`src/frame_capture_slot_scheduler_macros.svh`:
```
// Assertion macros of the frame capture slot scheduler, used by the sequencer
`ifndef FRAME_CAPTURE_SLOT_SCHEDULER_MACROS_SVH
`define FRAME_CAPTURE_SLOT_SCHEDULER_MACROS_SVH

// Same-cycle implication, sampled on clk, off while rst is high
`define FCSS_ASSERT_IMP(label, ante, cons, msg) \
  label: assert property (@(posedge clk) disable iff (rst) (ante) |-> (cons)) \
    else $error(msg);

// Next-cycle implication, sampled on clk, off while rst is high
`define FCSS_ASSERT_NEXT(label, ante, cons, msg) \
  label: assert property (@(posedge clk) disable iff (rst) (ante) |=> (cons)) \
    else $error(msg);

`endif

```
`src/fcss_pkg.sv`:
```
// Types, constants and codes of the frame capture slot scheduler
package fcss_pkg;

  localparam int SLOT_COUNT   = 8;
  localparam int SLOT_W       = (SLOT_COUNT > 1) ? $clog2(SLOT_COUNT) : 1;
  localparam int MAX_CAPTURES = 8;
  localparam int CAP_W        = $clog2(MAX_CAPTURES + 1);

  typedef enum logic [2:0] {
    REQ_TICK  = 3'd0,
    REQ_ADD   = 3'd1,
    REQ_LIST  = 3'd2,
    REQ_ENDALL = 3'd3,
    REQ_CLEAN = 3'd4
  } req_kind_t;

  typedef enum logic [2:0] {
    ST_OK         = 3'd0,
    ST_LIST_OK    = 3'd1,
    ST_CAPTURE    = 3'd2,
    ST_NO_FREE    = 3'd3,
    ST_NO_MATCH   = 3'd4,
    ST_BAD_SLOT   = 3'd5,
    ST_FRAME_DONE = 3'd6
  } status_t;

  typedef enum logic [1:0] {
    S_IDLE,
    S_SCAN,
    S_FINAL
  } seq_state_t;

  typedef struct packed {
    logic [2:0]  kind;
    logic [31:0] now;
    logic [23:0] total;
    logic [15:0] skip;
    logic [31:0] start;
    logic        with_list;
    logic [15:0] key;
    logic [2:0]  sel;
  } req_t;

  // rem tracks phase modulo (skip + 1) so no divider is needed
  typedef struct packed {
    logic [23:0] frames;
    logic [15:0] skip;
    logic [15:0] phase;
    logic [15:0] rem;
    logic [31:0] start;
    logic        stack;
    logic        ready;
    logic [15:0] owner;
  } slot_data_t;

  typedef struct packed {
    logic       active;
    slot_data_t data;
  } slot_entry_t;

  typedef struct packed {
    logic              en;
    logic [SLOT_W-1:0] idx;
    slot_entry_t       entry;
  } slot_wr_t;

  typedef struct packed {
    logic        wr;
    logic        hit;
    logic        fin;
    slot_entry_t entry;
  } eval_t;

  typedef struct packed {
    logic [2:0]  status;
    logic [2:0]  slot;
    logic        stack;
    logic        fin;
    logic [15:0] key;
    logic        last;
  } result_t;

endpackage

```
`src/frame_capture_slot_scheduler.sv`:
```
// Frame capture slot scheduler: SLOT_COUNT capture slots served by one shared
// slot unit that a sequencer steps over the table one slot per cycle. A
// request is taken, then the block is busy: a frame tick takes SLOT_COUNT
// slot steps and then issues a frame-done result; end-all walks the same
// way and ends with an OK result; add and pixel-list-complete take up to
// SLOT_COUNT steps and stop early at the first free or matching slot, with a
// final not-found result when nothing is found; clean-slot takes one step;
// an unknown request code is taken and dropped. Any cycle in which a result
// cannot be transferred because the output register is full holds the walk.
// The last result of a request sits in the output register while the next
// request is accepted.
module frame_capture_slot_scheduler (
  input  logic        clk,
  input  logic        rst,
  input  logic        req_valid,
  output logic        req_stall,
  input  logic [2:0]  req_type,
  input  logic [31:0] now_time,
  input  logic [23:0] frame_total,
  input  logic [15:0] skip_frames,
  input  logic [31:0] start_time,
  input  logic        with_pixel_list,
  input  logic [15:0] requester_key,
  input  logic [2:0]  slot_select,
  output logic        res_valid,
  input  logic        res_stall,
  output logic [2:0]  status,
  output logic [2:0]  slot_index,
  output logic        is_stack,
  output logic        finished,
  output logic [15:0] notify_key,
  output logic        last_result
);
  import fcss_pkg::*;

  req_t              req_in;
  logic              busy;
  logic              out_free;
  logic              emit;
  result_t           res, res_q;
  logic [SLOT_W-1:0] idx;
  logic [SLOT_W-1:0] idx_next;
  slot_entry_t       entry;
  slot_wr_t          wr;

  assign req_in.kind      = req_type;
  assign req_in.now       = now_time;
  assign req_in.total     = frame_total;
  assign req_in.skip      = skip_frames;
  assign req_in.start     = start_time;
  assign req_in.with_list = with_pixel_list;
  assign req_in.key       = requester_key;
  assign req_in.sel       = slot_select;

  assign req_stall = busy;
  assign out_free  = !res_valid || !res_stall;

  fcss_slot_table u_table (
    .clk         (clk),
    .rst         (rst),
    .rd_idx      (idx),
    .rd_idx_next (idx_next),
    .wr          (wr),
    .rd_entry    (entry)
  );

  fcss_seq u_seq (
    .clk       (clk),
    .rst       (rst),
    .req_valid (req_valid),
    .req_in    (req_in),
    .busy      (busy),
    .out_free  (out_free),
    .emit      (emit),
    .res       (res),
    .idx       (idx),
    .idx_next  (idx_next),
    .entry     (entry),
    .wr        (wr)
  );

  // output register: load on a new result, drop once transferred
  always_ff @(posedge clk) begin
    if (rst) begin
      res_valid <= 1'b0;
    end else if (emit) begin
      res_valid <= 1'b1;
    end else if (!res_stall) begin
      res_valid <= 1'b0;
    end
  end

  always_ff @(posedge clk) begin
    if (emit) begin
      res_q <= res;
    end
  end

  assign status      = res_q.status;
  assign slot_index  = res_q.slot;
  assign is_stack    = res_q.stack;
  assign finished    = res_q.fin;
  assign notify_key  = res_q.key;
  assign last_result = res_q.last;

endmodule

```
`src/fcss_slot_table.sv`:
```
// Slot table: active bits with reset, slot payload without reset
module fcss_slot_table (
  input  logic                      clk,
  input  logic                      rst,
  input  logic [fcss_pkg::SLOT_W-1:0] rd_idx,
  input  logic [fcss_pkg::SLOT_W-1:0] rd_idx_next,
  input  fcss_pkg::slot_wr_t        wr,
  output fcss_pkg::slot_entry_t     rd_entry
);
  import fcss_pkg::*;

  logic [SLOT_COUNT-1:0] active;
  slot_data_t            data_mem [SLOT_COUNT];
  slot_data_t            data_q;

  always_ff @(posedge clk) begin
    if (rst) begin
      active <= '0;
    end else if (wr.en) begin
      active[wr.idx] <= wr.entry.active;
    end
  end

  // register the payload read at the index the sequencer moves to, so it lines up with idx
  always_ff @(posedge clk) begin
    if (wr.en) begin
      data_mem[wr.idx] <= wr.entry.data;
    end
    data_q <= data_mem[rd_idx_next];
  end

  assign rd_entry.active = active[rd_idx];
  assign rd_entry.data   = data_q;

endmodule

```
`src/fcss_slot_eval.sv`:
```
// Shared slot unit: evaluates one slot entry against the current request
module fcss_slot_eval (
  input  fcss_pkg::req_t        req,
  input  fcss_pkg::slot_entry_t entry,
  output fcss_pkg::eval_t       ev
);
  import fcss_pkg::*;

  logic eligible;
  logic capture;

  assign eligible = entry.active && (req.now >= entry.data.start) &&
                    !(entry.data.stack && !entry.data.ready);

  always_comb begin
    ev       = '0;
    ev.entry = entry;
    capture  = 1'b0;
    case (req.kind)
      REQ_TICK: begin
        if (eligible) begin
          ev.wr   = 1'b1;
          capture = 1'b1;
          if (entry.data.skip != 16'd0) begin
            ev.entry.data.phase = entry.data.phase + 16'd1;
            // restart the remainder when it reaches skip or the phase counter wraps to zero
            if (entry.data.phase == 16'hFFFF || entry.data.rem == entry.data.skip) begin
              ev.entry.data.rem = 16'd0;
            end else begin
              ev.entry.data.rem = entry.data.rem + 16'd1;
            end
            capture = (entry.data.rem == 16'd0);
          end
          if (capture && entry.data.frames != 24'd0) begin
            ev.entry.data.frames = entry.data.frames - 24'd1;
            if (entry.data.frames == 24'd1) begin
              ev.fin          = 1'b1;
              ev.entry.active = 1'b0;
            end
          end
        end
        ev.hit = capture;
      end
      REQ_ADD: begin
        ev.hit                = !entry.active;
        ev.wr                 = !entry.active;
        ev.entry.active       = 1'b1;
        ev.entry.data.frames  = req.total;
        ev.entry.data.skip    = req.skip;
        ev.entry.data.phase   = 16'd0;
        ev.entry.data.rem     = 16'd0;
        ev.entry.data.start   = req.start;
        ev.entry.data.stack   = req.with_list;
        ev.entry.data.ready   = 1'b0;
        ev.entry.data.owner   = req.key;
      end
      REQ_LIST: begin
        ev.hit              = entry.active && (entry.data.owner == req.key);
        ev.wr               = ev.hit;
        ev.entry.data.ready = 1'b1;
      end
      REQ_ENDALL: begin
        ev.wr                = 1'b1;
        ev.entry.data.frames = 24'd1;
      end
      REQ_CLEAN: begin
        ev.hit   = (32'(req.sel) < 32'(SLOT_COUNT));
        ev.wr    = ev.hit;
        ev.entry = '0;
      end
      default: begin
        ev = '0;
      end
    endcase
  end

endmodule

```
`src/fcss_seq.sv`:
```
// Sequencer: latches a request, walks the slot table and issues results
`include "frame_capture_slot_scheduler_macros.svh"

module fcss_seq (
  input  logic                        clk,
  input  logic                        rst,
  input  logic                        req_valid,
  input  fcss_pkg::req_t              req_in,
  output logic                        busy,
  input  logic                        out_free,
  output logic                        emit,
  output fcss_pkg::result_t           res,
  output logic [fcss_pkg::SLOT_W-1:0] idx,
  output logic [fcss_pkg::SLOT_W-1:0] idx_next,
  input  fcss_pkg::slot_entry_t       entry,
  output fcss_pkg::slot_wr_t          wr
);
  import fcss_pkg::*;

  localparam logic [SLOT_W-1:0] SLOT_LAST = SLOT_W'(SLOT_COUNT - 1);

  seq_state_t        state, state_next;
  req_t              req, req_next;
  logic [CAP_W-1:0]  cap_cnt, cap_cnt_next;
  logic [2:0]        fin_status, fin_status_next;
  eval_t             ev;
  logic              at_last;

  fcss_slot_eval u_eval (
    .req   (req),
    .entry (entry),
    .ev    (ev)
  );

  assign at_last = (idx == SLOT_LAST);

  always_ff @(posedge clk) begin
    if (rst) begin
      state   <= S_IDLE;
      idx     <= '0;
      cap_cnt <= '0;
    end else begin
      state   <= state_next;
      idx     <= idx_next;
      cap_cnt <= cap_cnt_next;
    end
  end

  always_ff @(posedge clk) begin
    req        <= req_next;
    fin_status <= fin_status_next;
  end

  always_comb begin
    state_next      = state;
    req_next        = req;
    idx_next        = idx;
    cap_cnt_next    = cap_cnt;
    fin_status_next = fin_status;
    emit            = 1'b0;
    res             = '0;
    wr.en           = 1'b0;
    wr.idx          = idx;
    wr.entry        = ev.entry;
    busy            = (state != S_IDLE);
    case (state)
      S_IDLE: begin
        if (req_valid) begin
          req_next     = req_in;
          cap_cnt_next = '0;
          idx_next     = (req_in.kind == REQ_CLEAN) ? SLOT_W'(req_in.sel) : '0;
          // unknown request codes are taken and dropped
          if (req_in.kind <= REQ_CLEAN) begin
            state_next = S_SCAN;
          end
        end
      end
      S_SCAN: begin
        if (out_free) begin
          wr.en = ev.wr;
          case (req.kind)
            REQ_TICK: begin
              if (ev.hit && cap_cnt < CAP_W'(MAX_CAPTURES)) begin
                emit         = 1'b1;
                res.status   = ST_CAPTURE;
                res.slot     = 3'(idx);
                res.stack    = entry.data.stack;
                res.fin      = ev.fin;
                res.key      = ev.fin ? entry.data.owner : 16'd0;
                cap_cnt_next = cap_cnt + CAP_W'(1);
              end
              if (at_last) begin
                fin_status_next = ST_FRAME_DONE;
                state_next      = S_FINAL;
              end else begin
                idx_next = idx + SLOT_W'(1);
              end
            end
            REQ_ADD, REQ_LIST: begin
              if (ev.hit) begin
                emit       = 1'b1;
                res.status = (req.kind == REQ_ADD) ? ST_OK : ST_LIST_OK;
                res.slot   = 3'(idx);
                res.stack  = (req.kind == REQ_ADD) ? req.with_list : entry.data.stack;
                res.key    = req.key;
                res.last   = 1'b1;
                state_next = S_IDLE;
              end else if (at_last) begin
                fin_status_next = (req.kind == REQ_ADD) ? ST_NO_FREE : ST_NO_MATCH;
                state_next      = S_FINAL;
              end else begin
                idx_next = idx + SLOT_W'(1);
              end
            end
            REQ_ENDALL: begin
              if (at_last) begin
                fin_status_next = ST_OK;
                state_next      = S_FINAL;
              end else begin
                idx_next = idx + SLOT_W'(1);
              end
            end
            REQ_CLEAN: begin
              emit       = 1'b1;
              res.status = ev.hit ? ST_OK : ST_BAD_SLOT;
              res.slot   = req.sel;
              res.key    = req.key;
              res.last   = 1'b1;
              state_next = S_IDLE;
            end
            default: begin
              state_next = S_IDLE;
            end
          endcase
        end
      end
      S_FINAL: begin
        if (out_free) begin
          emit       = 1'b1;
          res.status = fin_status;
          res.key    = (req.kind == REQ_TICK) ? 16'd0 : req.key;
          res.last   = 1'b1;
          state_next = S_IDLE;
        end
      end
      default: begin
        state_next = S_IDLE;
      end
    endcase
  end

  `FCSS_ASSERT_IMP(a_emit_into_free, emit, out_free, "result issued into a full output register")
  `FCSS_ASSERT_NEXT(a_last_ends_item, emit && res.last, state == S_IDLE, "busy after last result")
  `FCSS_ASSERT_IMP(a_cap_bound, 1'b1, cap_cnt <= CAP_W'(MAX_CAPTURES), "capture count past limit")
  `FCSS_ASSERT_IMP(a_scan_write_free, wr.en, out_free && state == S_SCAN, "write outside a scan")

endmodule
```
`config.mk`:
```
export PLATFORM = sky130hd
export DESIGN_NAME = frame_capture_slot_scheduler
export DESIGN_NICKNAME = d
export VERILOG_FILES = /design/src/fcss_pkg.sv /design/src/frame_capture_slot_scheduler.sv /design/src/fcss_slot_table.sv /design/src/fcss_slot_eval.sv /design/src/fcss_seq.sv
export VERILOG_INCLUDE_DIRS = /design/src /design/src/src
export SDC_FILE = /design/constraint.sdc
export NUM_CORES = 2
export LEC_CHECK = 0
export BUFFER_PORTS_ARGS = -buffer_cell sky130_fd_sc_hd__buf_2
export CAP_MARGIN = 10
export CORE_MARGIN = 2
export CORE_UTILIZATION = 49
export CTS_CLUSTER_SIZE = 8
export DETAILED_ROUTE_END_ITERATION = 8
export GPL_TIMING_DRIVEN = 0
export PLACE_DENSITY_LB_ADDON = 0.15
export SLEW_MARGIN = 20
export SYNTH_ARGS = -nofsm -noshare
export SYNTH_HDL_FRONTEND = slang
export SYNTH_SLANG_ARGS = --single-unit
export TNS_END_PERCENT = 50
```
`constraint.sdc`:
```
create_clock -name clk -period 26 [get_ports clk]
set_input_delay 5.2 -clock clk [delete_from_list [all_inputs] [get_ports clk]]
set_output_delay 5.2 -clock clk [all_outputs]
set_load 0.1 [all_outputs]
```
==> results.md <==
* Run status: finished, final reports clean
* Post-synthesis register bit count at 1271
* Worst Path Buf+Inv at 4
* Vias at between 20000 and 30000
* Reg-to-reg startpoint: u_seq.req[105]
* DP Area at 0.0527 sq mm
* First-pass GRT wire length at 176 mm
* Design Power at 5.23 mW
* Total track usage at 0.232
* Crit start category: input pin
* RSZ-0062 raised after global routing: no
* Count leader, synth: edfxtp_1
* Worst-path clk slew at 0.05 ns
* Minimum clock period at 8.36 ns
* Clock buffer depth at 3
* DP HPWL at 76.6 mm
* Post-Syn Instances at 2519
* Fin util at 0.579
* Row count at 116
* Area contributors post-synth: edfxtp_1, mux4_2, dfxtp_1
* Worst setup margin at 17.65 ns
* Vias in the first global route at 27699
* Crit path kind: input pin to register
* Setup crit start: req_valid
* DR WL/cell at ~27 microns
* Dpl ws at 16.85 ns
* Filler cells at around 7500
* Initial Util at 0.494
* Layout Cells excl Fill at between 4000 and 5000
* Slew Viols, Final at 0
* Peak VDD IR at 56.1 uV
* Crit path max-delay family: buffers and inverters
* Final period util at 0.321
* Worst-case reg-to-reg path depth at 16
* Post-CTS setup buffers at 0
* Routed Antenna Nets at 0
* Final setup TNS at 0 ns
* WL final at roughly 120 mm
* I/O Buffers at between 150 and 200
* Root buffer cell: clkbuf_16
* Syn avg cell area at 19.6 sq um
* Area Overhead vs Synth at 17.3%
* Clock latency on the worst-skew pair at between 0.7 and 0.8 ns
* Leak at 19.7 nW
* Critical Path Sink: u_table.rd_entry[100]
* Critical Path Sink Type: register
* Seq/Total Area, Yosys at 0.746
* Die Area at 0.103 sq mm
* Post-synth top cells: edfxtp_1, mux4_2, dfxtp_1, mux2_2, a22o_1
* Reg area at 0.0368 sq mm
* Final GP Congestion at 0.908
* H-tree Lvls at 4
* Most used cell, CP: buf_2
* CTS tree: built
* CTS buffer count at 176
* Post-CTS Hold Fix Bufs at 0
* Clock sink count at 1271
* Relative slew margins at 0.257
* Most used flip-flop cell after synthesis: edfxtp_1
* Worst path max stage delay at 0.55 ns
* Netlist area before placement at 0.0493 sq mm
* Reg-to-Reg End: u_table.data_mem[4][31]
* Multi-input gate area at 0.0118 sq mm
* Number of diodes at 0
* CP Depth at 12
* EDFF count, synth at 1131
* CP max stage cell: nor4b_1
* Max-Cap Viols at 0
* Gr ovfl total at 0
* Pin count of the biggest net entering global routing at 95
* Net Count, Synth at 2693
* Post-synth cell types at 72
* Share of cells above drive strength 1 at 0.294
* Final Cell Area at 0.0578 sq mm
* Final Hold Vio Count at 0
* Arr. time, crit path at 8.99 ns
* Ys async rst share at 0
* Die Wd at 321 microns
* # resized after CTS at 0
* Crit-path cells: buf_2 > nand2_1 > nor4b_1 > a221oi_1 > a21oi_1 > o2bb2ai_1 > nor4b_1 > or3_1 > clkbuf_1 > buf_2 > buf_2 > mux2_2
* Fmax at 120 MHz
* Final setup fails at 0
* R2R Setup Slk at between 20 and 25 ns
* Hold Crit Class: register to register
* Worst slew pin tran at approximately 1.1 ns
* Ports at 158
* # nets final at 3154
* Die Y-Extent at roughly 320 microns
* Initial antenna violation count at 3
* Placed cell count at a little over 4000
* Fin Clk Skew at approximately 0.04 ns
* CP max FO at 10
* DR DRC count at 0
* DR iter-0 viols at 2908
* Leading area contributor after synthesis: edfxtp_1
* Min Hold Slack at 0.496 ns
* Post-synth top area share at 0.689
* Vias/cell at about 6.0
* Core Area at 0.0999 sq mm
* Yosys warnings at 0
* PD cells at 90.5 mW/mm^2
* TritonRoute pass-1 iters at 6
* Worst EP required at 26.63 ns
==> flip-flops by register name, summed over array words and instances (netlist names) <==
signal,flops
u_seq.cap_cnt,4
status,3
slot_index,3
last_result,1
u_seq.fin_status,3
u_table.rd_entry,122
u_seq.state,2
res_valid,1
is_stack,1
u_table.active,8
finished,1
u_seq.req,127
u_seq.idx,3
notify_key,16
u_table.data_mem,976
==> worst reg2reg max path, cell delays in order (launching register included) <==
cell and delay [ns]:
edfxtp_1 0.41, ha_1 0.32, nand4_1 0.14, nor4_1 0.87, o31ai_1 0.39, o211ai_1 0.25
buf_6 0.20, a221oi_1 0.12, a2bb2oi_1 0.26, nor4_2 0.64, buf_2 0.33, buf_4 0.20
buf_2 0.23, buf_2 0.25, buf_2 0.22, buf_2 0.23, buf_2 0.24
==> worst min path at each step <==
stage,slack (ns),endpoint,depth (start not counted),startpoint
floorplan,0.47,u_seq.state[0],2,u_seq.state[0]
global placement,0.49,u_seq.state[0],2,u_seq.state[0]
detailed placement,0.49,u_seq.state[0],2,u_seq.state[0]
CTS,0.50,u_seq.state[0],2,u_seq.state[0]
global route,0.52,u_seq.state[0],2,u_seq.state[0]
finish,0.50,u_seq.state[0],2,u_seq.state[0]
==> cells in the final DEF, fill, tap and decap left out, types with 12 or more instances in the layout <==
master	n
edfxtp_1	1131
buf_2	273
mux4_2	244
clkbuf_1	189
clkbuf_16	180
dfxtp_1	140
mux2_2	118
a22o_1	89
nand2_1	84
inv_1	55
buf_4	48
ha_1	43
nor2_1	38
a31oi_1	37
nand3_1	35
o21ai_0	34
a21oi_1	27
nand4_1	24
and3_1	21
nor4_1	20
nor3_1	18
a21o_1	16
xor2_1	16
xnor2_1	16
buf_1	12
mux2_1	12
==> layer usage <==
layer / global-route usage / wire (microns) / vias up
met3: 0.0385 / 6710 / 204
met4: 0.0737 / 2860 / 2
met2: 0.383 / 58200 / 945
met1: 0.318 / 50000 / 13778
met5: 0 / 15 / -
li1: - / - / 11386
==> area by class of cell <==
class,instances,share of cell area
clock inverter,9,0.00242
multi-input combinational,1061,0.204
buffer,125,0.00995
clock buffer,309,0.0863
timing repair buffer,283,0.0291
tap,1298,0.0281
inverter,62,0.00454
sequential,1271,0.636
==> cells by family (layout without fill, tap and decap cells) <==
| kind of cell | count (synthesis) | count (layout) | share of synthesized area |
|---|---|---|---|
| buf+inv | 187 | 788 | 0.0164 |
| compound gates | 305 | 305 | 0.0472 |
| simple gates | 303 | 303 | 0.0318 |
| flops | 1271 | 1271 | 0.746 |
| xor+xnor | 32 | 32 | 0.00569 |
| fa+ha+maj | 43 | 43 | 0.0109 |
| mux | 378 | 378 | 0.142 |
==> power breakdown <==
| part | switching (mW) | internal [mW] | leakage [nW] |
|---|---|---|---|
| Combinational | 0.367 | 0.282 | 5.77 |
| Clock | 0.815 | 1.29 | 2.43 |
| Sequential | 0.0878 | 2.40 | 11.5 |
| Total | 1.27 | 3.96 | 19.7 |
No activity file was read; power rests on OpenSTA's default activity.
